## config.mk

```make
export PLATFORM = sky130hd
export DESIGN_NAME = char_lcd_write_sequencer_core_flat
export DESIGN_NICKNAME = d
export VERILOG_FILES = /design/src/rtl/lcdws_pkg.sv /design/src/rtl/lcdws_if.sv /design/src/rtl/lcdws_cfg_regs.sv /design/src/rtl/lcdws_seq.sv /design/src/rtl/char_lcd_write_sequencer_core.sv /design/src/flat_wrapper.sv
export SDC_FILE = /design/constraint.sdc
export NUM_CORES = 1
export LEC_CHECK = 0
export ABC_AREA = 1
export BUFFER_PORTS_ARGS = -buffer_cell sky130_fd_sc_hd__buf_2
export CORE_ASPECT_RATIO = 0.6
export CORE_MARGIN = 2
export CORE_UTILIZATION = 59
export CTS_BUF_LIST = sky130_fd_sc_hd__clkbuf_16
export CTS_CLUSTER_DIAMETER = 100
export DETAILED_ROUTE_END_ITERATION = 10
export MAX_ROUTING_LAYER = met4
export PLACE_DENSITY = 0.78
export SLEW_MARGIN = 20
export SYNTH_ARGS = -nofsm -noshare
export SYNTH_HDL_FRONTEND = slang
export SYNTH_SLANG_ARGS = --single-unit
```

## constraint.sdc

```tcl
create_clock -name clk -period 2.9 [get_ports clk]
set_input_delay 0.145 -clock clk [delete_from_list [all_inputs] [get_ports clk]]
set_output_delay 0.145 -clock clk [all_outputs]
set_load 0.01 [all_outputs]
```

## src/rtl/lcdws_pkg.sv

```systemverilog
package lcdws_pkg;

  localparam int unsigned COUNT_W   = 16;
  localparam int unsigned BYTE_W    = 8;
  localparam int unsigned CFG_IDX_W = 2;

  // register indexes on the configuration port
  localparam logic [CFG_IDX_W-1:0] CFG_SETUP      = 2'd0;
  localparam logic [CFG_IDX_W-1:0] CFG_ENABLE     = 2'd1;
  localparam logic [CFG_IDX_W-1:0] CFG_SHORT_WAIT = 2'd2;
  localparam logic [CFG_IDX_W-1:0] CFG_LONG_WAIT  = 2'd3;

  localparam logic [COUNT_W-1:0] SETUP_RESET      = 16'd1;
  localparam logic [COUNT_W-1:0] ENABLE_RESET     = 16'd1;
  localparam logic [COUNT_W-1:0] SHORT_WAIT_RESET = 16'd74;
  localparam logic [COUNT_W-1:0] LONG_WAIT_RESET  = 16'd3040;

  // clear display and return home instruction codes
  localparam logic [BYTE_W-1:0] INSTR_CLEAR     = 8'h01;
  localparam logic [BYTE_W-1:0] INSTR_HOME      = 8'h02;
  localparam logic [BYTE_W-1:0] INSTR_HOME_MASK = 8'hfe;

  localparam logic CMD_TICK  = 1'b0;
  localparam logic CMD_WRITE = 1'b1;

  typedef enum logic [1:0] {
    PH_IDLE   = 2'd0,
    PH_SETUP  = 2'd1,
    PH_ENABLE = 2'd2,
    PH_WAIT   = 2'd3
  } phase_t;

  typedef struct packed {
    logic [COUNT_W-1:0] setup_ticks;
    logic [COUNT_W-1:0] enable_ticks;
    logic [COUNT_W-1:0] short_wait_ticks;
    logic [COUNT_W-1:0] long_wait_ticks;
  } cfg_t;

  typedef struct packed {
    logic              command;
    logic              reg_select;
    logic [BYTE_W-1:0] write_byte;
  } in_item_t;

  typedef struct packed {
    logic              enable_pin;
    logic              select_pin;
    logic [BYTE_W-1:0] bus_value;
    logic              bus_drive;
    logic              busy_res;
    logic              refused;
  } out_item_t;

  // clear and home need the long post-write wait, data writes never do
  function automatic logic needs_long_wait(input logic rs, input logic [BYTE_W-1:0] b);
    return (rs == 1'b0) &&
           ((b == INSTR_CLEAR) || ((b & INSTR_HOME_MASK) == INSTR_HOME));
  endfunction

endpackage

```

## src/rtl/lcdws_if.sv

```systemverilog
interface lcdws_in_if;
  logic                             valid;
  logic                             ready;
  logic                             command;
  logic                             reg_select;
  logic [lcdws_pkg::BYTE_W-1:0]     write_byte;

  modport source (output valid, output command, output reg_select, output write_byte,
                  input ready);
  modport sink   (input valid, input command, input reg_select, input write_byte,
                  output ready);
endinterface

interface lcdws_out_if;
  logic                             valid;
  logic                             ready;
  logic                             enable_pin;
  logic                             select_pin;
  logic [lcdws_pkg::BYTE_W-1:0]     bus_value;
  logic                             bus_drive;
  logic                             busy_res;
  logic                             refused;

  modport source (output valid, output enable_pin, output select_pin, output bus_value,
                  output bus_drive, output busy_res, output refused, input ready);
  modport sink   (input valid, input enable_pin, input select_pin, input bus_value,
                  input bus_drive, input busy_res, input refused, output ready);
endinterface

```

## src/rtl/lcdws_cfg_regs.sv

```systemverilog
module lcdws_cfg_regs (
  input  logic                               clk,
  input  logic                               rst_n,
  input  logic                               we,
  input  logic [lcdws_pkg::CFG_IDX_W-1:0]    index,
  input  logic [lcdws_pkg::COUNT_W-1:0]      wdata,
  output lcdws_pkg::cfg_t                    cfg
);

  lcdws_pkg::cfg_t cfg_r;

  always_ff @(posedge clk) begin
    if (!rst_n) begin
      cfg_r.setup_ticks      <= lcdws_pkg::SETUP_RESET;
      cfg_r.enable_ticks     <= lcdws_pkg::ENABLE_RESET;
      cfg_r.short_wait_ticks <= lcdws_pkg::SHORT_WAIT_RESET;
      cfg_r.long_wait_ticks  <= lcdws_pkg::LONG_WAIT_RESET;
    end else if (we) begin
      unique case (index)
        lcdws_pkg::CFG_SETUP:      cfg_r.setup_ticks      <= wdata;
        lcdws_pkg::CFG_ENABLE:     cfg_r.enable_ticks     <= wdata;
        lcdws_pkg::CFG_SHORT_WAIT: cfg_r.short_wait_ticks <= wdata;
        lcdws_pkg::CFG_LONG_WAIT:  cfg_r.long_wait_ticks  <= wdata;
        default: ;
      endcase
    end
  end

  assign cfg = cfg_r;

endmodule

```

## src/rtl/lcdws_seq.sv

```systemverilog
module lcdws_seq (
  input  logic                 clk,
  input  logic                 rst_n,
  input  logic                 item_valid,
  input  lcdws_pkg::in_item_t  item,
  output logic                 item_take,
  input  lcdws_pkg::cfg_t      cfg,
  output logic                 res_valid,
  input  logic                 res_ready,
  output lcdws_pkg::out_item_t res
);

  lcdws_pkg::phase_t                 phase_r, phase_nxt;
  logic [lcdws_pkg::COUNT_W-1:0]     ticks_r, ticks_nxt;
  logic [lcdws_pkg::BYTE_W-1:0]      byte_r, byte_nxt;
  logic                              sel_r, sel_nxt;
  logic                              long_r, long_nxt;
  logic                              res_valid_r;
  lcdws_pkg::out_item_t              res_r, res_nxt;
  logic                              refused;
  logic                              driving;

  // result register frees up when empty or taken this cycle
  assign item_take = item_valid && (!res_valid_r || res_ready);

  always_comb begin
    phase_nxt = phase_r;
    ticks_nxt = ticks_r;
    byte_nxt  = byte_r;
    sel_nxt   = sel_r;
    long_nxt  = long_r;
    refused   = 1'b0;
    if (item.command == lcdws_pkg::CMD_WRITE) begin
      if (phase_r != lcdws_pkg::PH_IDLE) begin
        refused = 1'b1;
      end else begin
        byte_nxt  = item.write_byte;
        sel_nxt   = item.reg_select;
        long_nxt  = lcdws_pkg::needs_long_wait(item.reg_select, item.write_byte);
        phase_nxt = lcdws_pkg::PH_SETUP;
        ticks_nxt = cfg.setup_ticks;
      end
    end else if (phase_r != lcdws_pkg::PH_IDLE) begin
      if (ticks_r <= lcdws_pkg::COUNT_W'(1)) begin
        unique case (phase_r)
          lcdws_pkg::PH_SETUP: begin
            phase_nxt = lcdws_pkg::PH_ENABLE;
            ticks_nxt = cfg.enable_ticks;
          end
          lcdws_pkg::PH_ENABLE: begin
            phase_nxt = lcdws_pkg::PH_WAIT;
            ticks_nxt = long_r ? cfg.long_wait_ticks : cfg.short_wait_ticks;
          end
          default: begin
            phase_nxt = lcdws_pkg::PH_IDLE;
            ticks_nxt = '0;
          end
        endcase
      end else begin
        ticks_nxt = ticks_r - lcdws_pkg::COUNT_W'(1);
      end
    end

    driving            = (phase_nxt == lcdws_pkg::PH_SETUP) ||
                         (phase_nxt == lcdws_pkg::PH_ENABLE);
    res_nxt.enable_pin = (phase_nxt == lcdws_pkg::PH_ENABLE);
    res_nxt.select_pin = sel_nxt;
    res_nxt.bus_value  = driving ? byte_nxt : '0;
    res_nxt.bus_drive  = driving;
    res_nxt.busy_res   = (phase_nxt != lcdws_pkg::PH_IDLE);
    res_nxt.refused    = refused;
  end

  always_ff @(posedge clk) begin
    if (!rst_n) begin
      phase_r <= lcdws_pkg::PH_IDLE;
      ticks_r <= '0;
      byte_r  <= '0;
      sel_r   <= 1'b0;
      long_r  <= 1'b0;
    end else if (item_take) begin
      phase_r <= phase_nxt;
      ticks_r <= ticks_nxt;
      byte_r  <= byte_nxt;
      sel_r   <= sel_nxt;
      long_r  <= long_nxt;
    end
  end

  always_ff @(posedge clk) begin
    if (!rst_n) begin
      res_valid_r <= 1'b0;
    end else if (item_take) begin
      res_valid_r <= 1'b1;
    end else if (res_ready) begin
      res_valid_r <= 1'b0;
    end
  end

  always_ff @(posedge clk) begin
    if (item_take) begin
      res_r <= res_nxt;
    end
  end

  assign res_valid = res_valid_r;
  assign res       = res_r;

  a_write_when_idle_starts_setup: assert property (@(posedge clk) disable iff (!rst_n)
    item_take && item.command == lcdws_pkg::CMD_WRITE && phase_r == lcdws_pkg::PH_IDLE
    |=> phase_r == lcdws_pkg::PH_SETUP && res_r.bus_drive && !res_r.refused)
    else $error("write while idle did not start the setup phase");

  a_refuse_only_when_busy: assert property (@(posedge clk) disable iff (!rst_n)
    item_take && phase_r == lcdws_pkg::PH_IDLE |=> !res_r.refused)
    else $error("write refused while idle");

  a_state_holds_without_item: assert property (@(posedge clk) disable iff (!rst_n)
    !item_take |=> $stable(phase_r) && $stable(ticks_r))
    else $error("sequencer state moved without an item");

  a_enable_inside_drive: assert property (@(posedge clk) disable iff (!rst_n)
    res_valid_r && res_r.enable_pin |-> res_r.bus_drive && res_r.busy_res)
    else $error("enable raised without the bus driven");

endmodule

```

## src/rtl/char_lcd_write_sequencer_core.sv

```systemverilog
// path: an item passes through the input register and then the result register
// throughput: one item per cycle while the output is not stalled, with a single pass through the phase update logic
// output stalls back up through the result register and the input register without losing items
// reset: synchronous, active low; phase idle, counts and held byte cleared, registers to defaults
// configuration writes take effect on the next phase entered
module char_lcd_write_sequencer_core (
  input  logic                            clk,
  input  logic                            rst_n,
  lcdws_in_if.sink                        in_chan,
  lcdws_out_if.source                     out_chan,
  input  logic                            cfg_we,
  input  logic [lcdws_pkg::CFG_IDX_W-1:0] cfg_index,
  input  logic [lcdws_pkg::COUNT_W-1:0]   cfg_wdata
);

  // input register stage
  logic                 in_valid_r;
  lcdws_pkg::in_item_t  in_item_r;
  logic                 seq_take;

  // configuration counts as one group
  lcdws_pkg::cfg_t      cfg;

  // sequencer result
  lcdws_pkg::out_item_t res;
  logic                 res_valid;

  // the input register refills whenever it is empty or passes its item on this cycle
  assign in_chan.ready = !in_valid_r || seq_take;

  always_ff @(posedge clk) begin
    if (!rst_n) begin
      in_valid_r <= 1'b0;
    end else if (in_chan.ready) begin
      in_valid_r <= in_chan.valid;
    end
  end

  // payload needs no reset, only the valid flag
  always_ff @(posedge clk) begin
    if (in_chan.ready && in_chan.valid) begin
      in_item_r.command    <= in_chan.command;
      in_item_r.reg_select <= in_chan.reg_select;
      in_item_r.write_byte <= in_chan.write_byte;
    end
  end

  lcdws_cfg_regs u_cfg (
    .clk   (clk),
    .rst_n (rst_n),
    .we    (cfg_we),
    .index (cfg_index),
    .wdata (cfg_wdata),
    .cfg   (cfg)
  );

  // phase state and result register
  lcdws_seq u_seq (
    .clk        (clk),
    .rst_n      (rst_n),
    .item_valid (in_valid_r),
    .item       (in_item_r),
    .item_take  (seq_take),
    .cfg        (cfg),
    .res_valid  (res_valid),
    .res_ready  (out_chan.ready),
    .res        (res)
  );

  // result channel straight from the result register
  assign out_chan.valid      = res_valid;
  assign out_chan.enable_pin = res.enable_pin;
  assign out_chan.select_pin = res.select_pin;
  assign out_chan.bus_value  = res.bus_value;
  assign out_chan.bus_drive  = res.bus_drive;
  assign out_chan.busy_res   = res.busy_res;
  assign out_chan.refused    = res.refused;

endmodule
```

## src/flat_wrapper.sv

```systemverilog
// flat-port wrapper written by rule: the top's interface ports become plain ports
module char_lcd_write_sequencer_core_flat 
  (clk, rst_n, cfg_we, cfg_index, cfg_wdata, in_chan_valid, in_chan_command, in_chan_reg_select, in_chan_write_byte, in_chan_ready, out_chan_valid, out_chan_enable_pin, out_chan_select_pin, out_chan_bus_value, out_chan_bus_drive, out_chan_busy_res, out_chan_refused, out_chan_ready);
  lcdws_in_if in_chan_i ();
  lcdws_out_if out_chan_i ();
  input  logic clk;
  input  logic rst_n;
  input  logic cfg_we;
  input  logic [lcdws_pkg::CFG_IDX_W-1:0] cfg_index;
  input  logic [lcdws_pkg::COUNT_W-1:0] cfg_wdata;
  input wire logic [$bits(in_chan_i.valid)-1:0] in_chan_valid;
  input wire logic [$bits(in_chan_i.command)-1:0] in_chan_command;
  input wire logic [$bits(in_chan_i.reg_select)-1:0] in_chan_reg_select;
  input wire logic [$bits(in_chan_i.write_byte)-1:0] in_chan_write_byte;
  output wire logic [$bits(in_chan_i.ready)-1:0] in_chan_ready;
  output wire logic [$bits(out_chan_i.valid)-1:0] out_chan_valid;
  output wire logic [$bits(out_chan_i.enable_pin)-1:0] out_chan_enable_pin;
  output wire logic [$bits(out_chan_i.select_pin)-1:0] out_chan_select_pin;
  output wire logic [$bits(out_chan_i.bus_value)-1:0] out_chan_bus_value;
  output wire logic [$bits(out_chan_i.bus_drive)-1:0] out_chan_bus_drive;
  output wire logic [$bits(out_chan_i.busy_res)-1:0] out_chan_busy_res;
  output wire logic [$bits(out_chan_i.refused)-1:0] out_chan_refused;
  input wire logic [$bits(out_chan_i.ready)-1:0] out_chan_ready;
  assign in_chan_i.valid = in_chan_valid;
  assign in_chan_i.command = in_chan_command;
  assign in_chan_i.reg_select = in_chan_reg_select;
  assign in_chan_i.write_byte = in_chan_write_byte;
  assign in_chan_ready = in_chan_i.ready;
  assign out_chan_valid = out_chan_i.valid;
  assign out_chan_enable_pin = out_chan_i.enable_pin;
  assign out_chan_select_pin = out_chan_i.select_pin;
  assign out_chan_bus_value = out_chan_i.bus_value;
  assign out_chan_bus_drive = out_chan_i.bus_drive;
  assign out_chan_busy_res = out_chan_i.busy_res;
  assign out_chan_refused = out_chan_i.refused;
  assign out_chan_i.ready = out_chan_ready;
  char_lcd_write_sequencer_core u_core (.clk(clk), .rst_n(rst_n), .in_chan(in_chan_i), .out_chan(out_chan_i), .cfg_we(cfg_we), .cfg_index(cfg_index), .cfg_wdata(cfg_wdata));
endmodule
```

==> summary.txt <==
Die
  • Die width: 128 µm
  • Floorplan row count: 27
  • I/O Pins: 48
  • Chip Height: 78.6 µm
  • Initial Utilization: between 60 and 70%
  • Die area: 0.0101 mm²
  • Core box area: 0.00909 mm²

Synth
  • Synth top area share: 34.3%
  • Synth Area per Inst: 7.30 µm²
  • Ys Warns: 0
  • Sequential area share after synthesis: 47.0%
  • Post-Syn Instances: 751
  • Synthesized cell area: around 0.0055 mm²
  • Leading area contributor after synthesis: dfxtp_1
  • Synth area leaders: dfxtp_1 (34%), edfxtp_1 (13%), nor2_1 (11%), nand2_1 (9.8%), o21ai_0 (8.3%)
  • Ys async rst share: 0%
  • EDFF count, synth: 23
  • Syn nets: just under 800
  • Synthesized flop and latch total: roughly 120
  • Primary FF master, synth: dfxtp_1
  • Count of unique library cells instantiated by Yosys: 32

Worst setup path
  • Data required, critical path: approximately 3200 ps
  • R2R setup slack: 340 ps
  • CP Capture Type: flop
  • Reg2Reg Depth: 13
  • Worst Path Buf+Inv: 2
  • Critical-path maximum fanout: 18
  • Critical path type: reg -> reg
  • Startpoint Class: flop
  • Crit path largest cell delay: 330 ps
  • Worst path cell trace: inv_1 -> ha_1 -> nand2_4 -> nor2_8 -> nand2_2 -> nand2_4 -> nand3_1 -> nand3_1 -> and2_1 -> ha_1 -> inv_1 -> o21ai_0 -> a21oi_1
  • Crit-path leading delay family: simple AND/OR/NAND/NOR gates
  • Worst r2r src: u_core.u_seq.ticks_r[0]
  • Worst R2R End: u_core.u_seq.res[8]
  • Critical path's slowest cell: dfxtp_1
  • Worst endpoint data arrival time: 2820 ps

Clock tree
  • CTS tree: done
  • Setup bufs post-CTS: 0
  • Reg clk slew, reported paths: 60 ps
  • CTS resizes: 0
  • Cts hold-fix bufs: 20
  • CTS HTree Levels: 4
  • Clock Sinks: 117
  • Buffer depth of the longest clock path: 2
  • Worst skew pair latency: 420 ps
  • CTS Buf Count: 17
  • Root Buffer: clkbuf_16

Final layout
  • Layout area overhead: 20.4%
  • Share of cells above drive strength 1: 14.5%
  • Nets: 853
  • Antenna Cells: 0
  • Multi-input logic area: 0.00254 mm²
  • Reg area: 0.00257 mm²
  • Cell Count, Final, Fillers Out: 943
  • FILL cells: 688
  • Most common cell after layout, fill and taps aside: nor2_1
  • Commonest cells after routing, fill and taps aside: nor2_1 (161), nand2_1 (143), dfxtp_1 (94)

Route
  • Antenna-violating nets left: 0
  • First-iteration detailed-routing DRC count: between 500 and 600
  • Drt wl/cell: 15.2 µm
  • Pre-Repair DR Iteration Count: 5
  • DRT Wirelength: 14300 µm
  • Via total after detailed routing: 5251
  • Vias per std cell: 5.57
  • DRC: 0

Timing
  • Hold_ws: 7.39 ps
  • Minimum clock period: 2560 ps
  • Peak Freq: 390 MHz
  • Final setup violation count: 0
  • Slew HR: 48.6%
  • Worst Max-Slew Pin Slew: 770 ps
  • Worst Skew: approximately 8.4 ps
  • Period utilisation layout: between 80% and 90%
  • Fin. Hold Viols: 0
  • RSZ-0062 raised after global routing: false
  • Final Max Slew Viols: 0
  • Setup total negative slack: 0 ps

Placement
  • Inst Count DP: 891
  • HPWL Detailed: 9760 µm
  • Placer Congestion: 0.971
  • # port buffers: 47

Power and ir drop
  • Switch share: between 20 and 30%
  • Logic pwr share: 15.6%
  • Sequential power share: 38.4%
  • Power per cell area: 714 mW/mm²
  • Maximum vdd drop: 492 µV
  • Static Leak: 2.82 nW
  • Sw power: 0.00137 W
  • Pint: 0.00334 W
  • Clock group share of total power: 46.0%

Global route
  • Vias in the first global route: 4844
  • Largest net degree at the start of global routing: 38
  • Total GRT Usage: 30.9%
  • First-pass GRT wire length: 23500 µm
  • Initial antenna violation count: 0
  • Total gr overflow: 0

Run
  • Max cap viols: 0

Min path
  • Hold Crit Endpoint: u_core.u_cfg.cfg[8]
  • Startpoint of the worst hold path: cfg_wdata[8]
  • Hold Crit Class: in -> reg
  • Worst Hold Depth: 3

Outcome
  • Status: complete, no violations
==> metal layers <==
| layer | global-route usage (%) | part of all wire, % | vias to the layer above |
|---|---|---|---|
| li1 | - | - | 2567 |
| met1 | 42.4 | 48 | 2444 |
| met2 | 45.4 | 44 | 221 |
| met3 | 7.70 | 7.0 | 19 |
| met4 | 9.56 | 1.5 | 0 |
| met5 | - | 0 | - |
==> worst max path at each step <==
stage,cells past startpoint,to,startpoint,slack (ps)
finish,13,u_core.u_seq.res[8],u_core.u_seq.ticks_r[0],340
global route,13,u_core.u_seq.res[8],u_core.u_seq.ticks_r[0],90
CTS,13,u_core.u_seq.res[8],u_core.u_seq.ticks_r[0],400
detailed placement,13,u_core.u_seq.res[8],u_core.u_seq.ticks_r[0],420
global placement,13,u_core.u_seq.res[8],u_core.u_seq.ticks_r[0],580
floorplan,14,u_core.u_seq.res[10],u_core.u_seq.ticks_r[0],770
==> synth_stat cells (all sizes together) (2+ instances only) <==
cell	n
buf	14
clkinv	3
ha	6
dfxtp	94
nand2	148
nor2	169
clkbuf	20
nand4	2
edfxtp	23
a21oi	67
xor2	2
xnor2	3
inv	53
o21ai	93
nand3	50
==> flip-flops by register name, summed over array words and instances, names as in the netlist <==
| name | cells |
|---|---|
| u_core.u_seq.res | 13 |
| u_core.u_seq.res_valid | 1 |
| u_core.u_seq.sel_r | 1 |
| u_core.u_seq.ticks_r | 16 |
| u_core.u_seq.byte_r | 8 |
| u_core.u_seq.long_r | 1 |
| u_core.u_seq.phase_r | 2 |
| u_core.in_valid_r | 1 |
| u_core.u_cfg.cfg | 64 |
| u_core.in_item_r | 10 |
==> stage by stage <==
step           cell area (µm²)  util [%]  power [W]  setup WS, ps
6_report                  6600      72.6    0.00471           336
5_1_grt                   6600      72.6    0.00489          87.2
4_1_cts                   6600      72.6    0.00471           395
3_5_place_dp              5780      63.6    0.00253           421
3_3_place_gp              5780      63.6    0.00250           581
2_1_floorplan             5480         -    0.00236           772
==> final cells by class <==
class                   count  share of cell area, %
well taps                 116                   2.20
inverters                  56                   3.19
repair buffers             78                   7.85
clock inverters            14                   2.50
flip-flops and latches    117                   39.0
multi-input cells         544                   38.4
clock buffers              18                   6.83
==> power by group through the flow <==
stage          clock, W  combinational, W  sequential (W)
6_report        0.00217          0.000733         0.00181
5_1_grt         0.00226          0.000818         0.00182
4_1_cts         0.00219          0.000717         0.00181
3_5_place_dp          0          0.000691         0.00184
3_3_place_gp          0          0.000666         0.00184
2_1_floorplan         0          0.000530         0.00183
==> cells by family after synthesis <==
| group | after synthesis | share of synthesized area, % |
|---|---|---|
| AO/OA/AOI/OAI | 161 | 15.4 |
| XOR/XNOR | 5 | 0.799 |
| adder cells (fa/ha/maj) | 6 | 1.37 |
| buffers and inverters | 90 | 6.83 |
| flip-flops | 117 | 47.0 |
| AND/OR/NAND/NOR | 372 | 28.7 |
==> tightest hold or removal path: cells and delay by family <==
kind                   cells  cell delay, ps
AO/OA/AOI/OAI              2             130
buffers and inverters      1             120
Power figures use the tool's default switching activity.
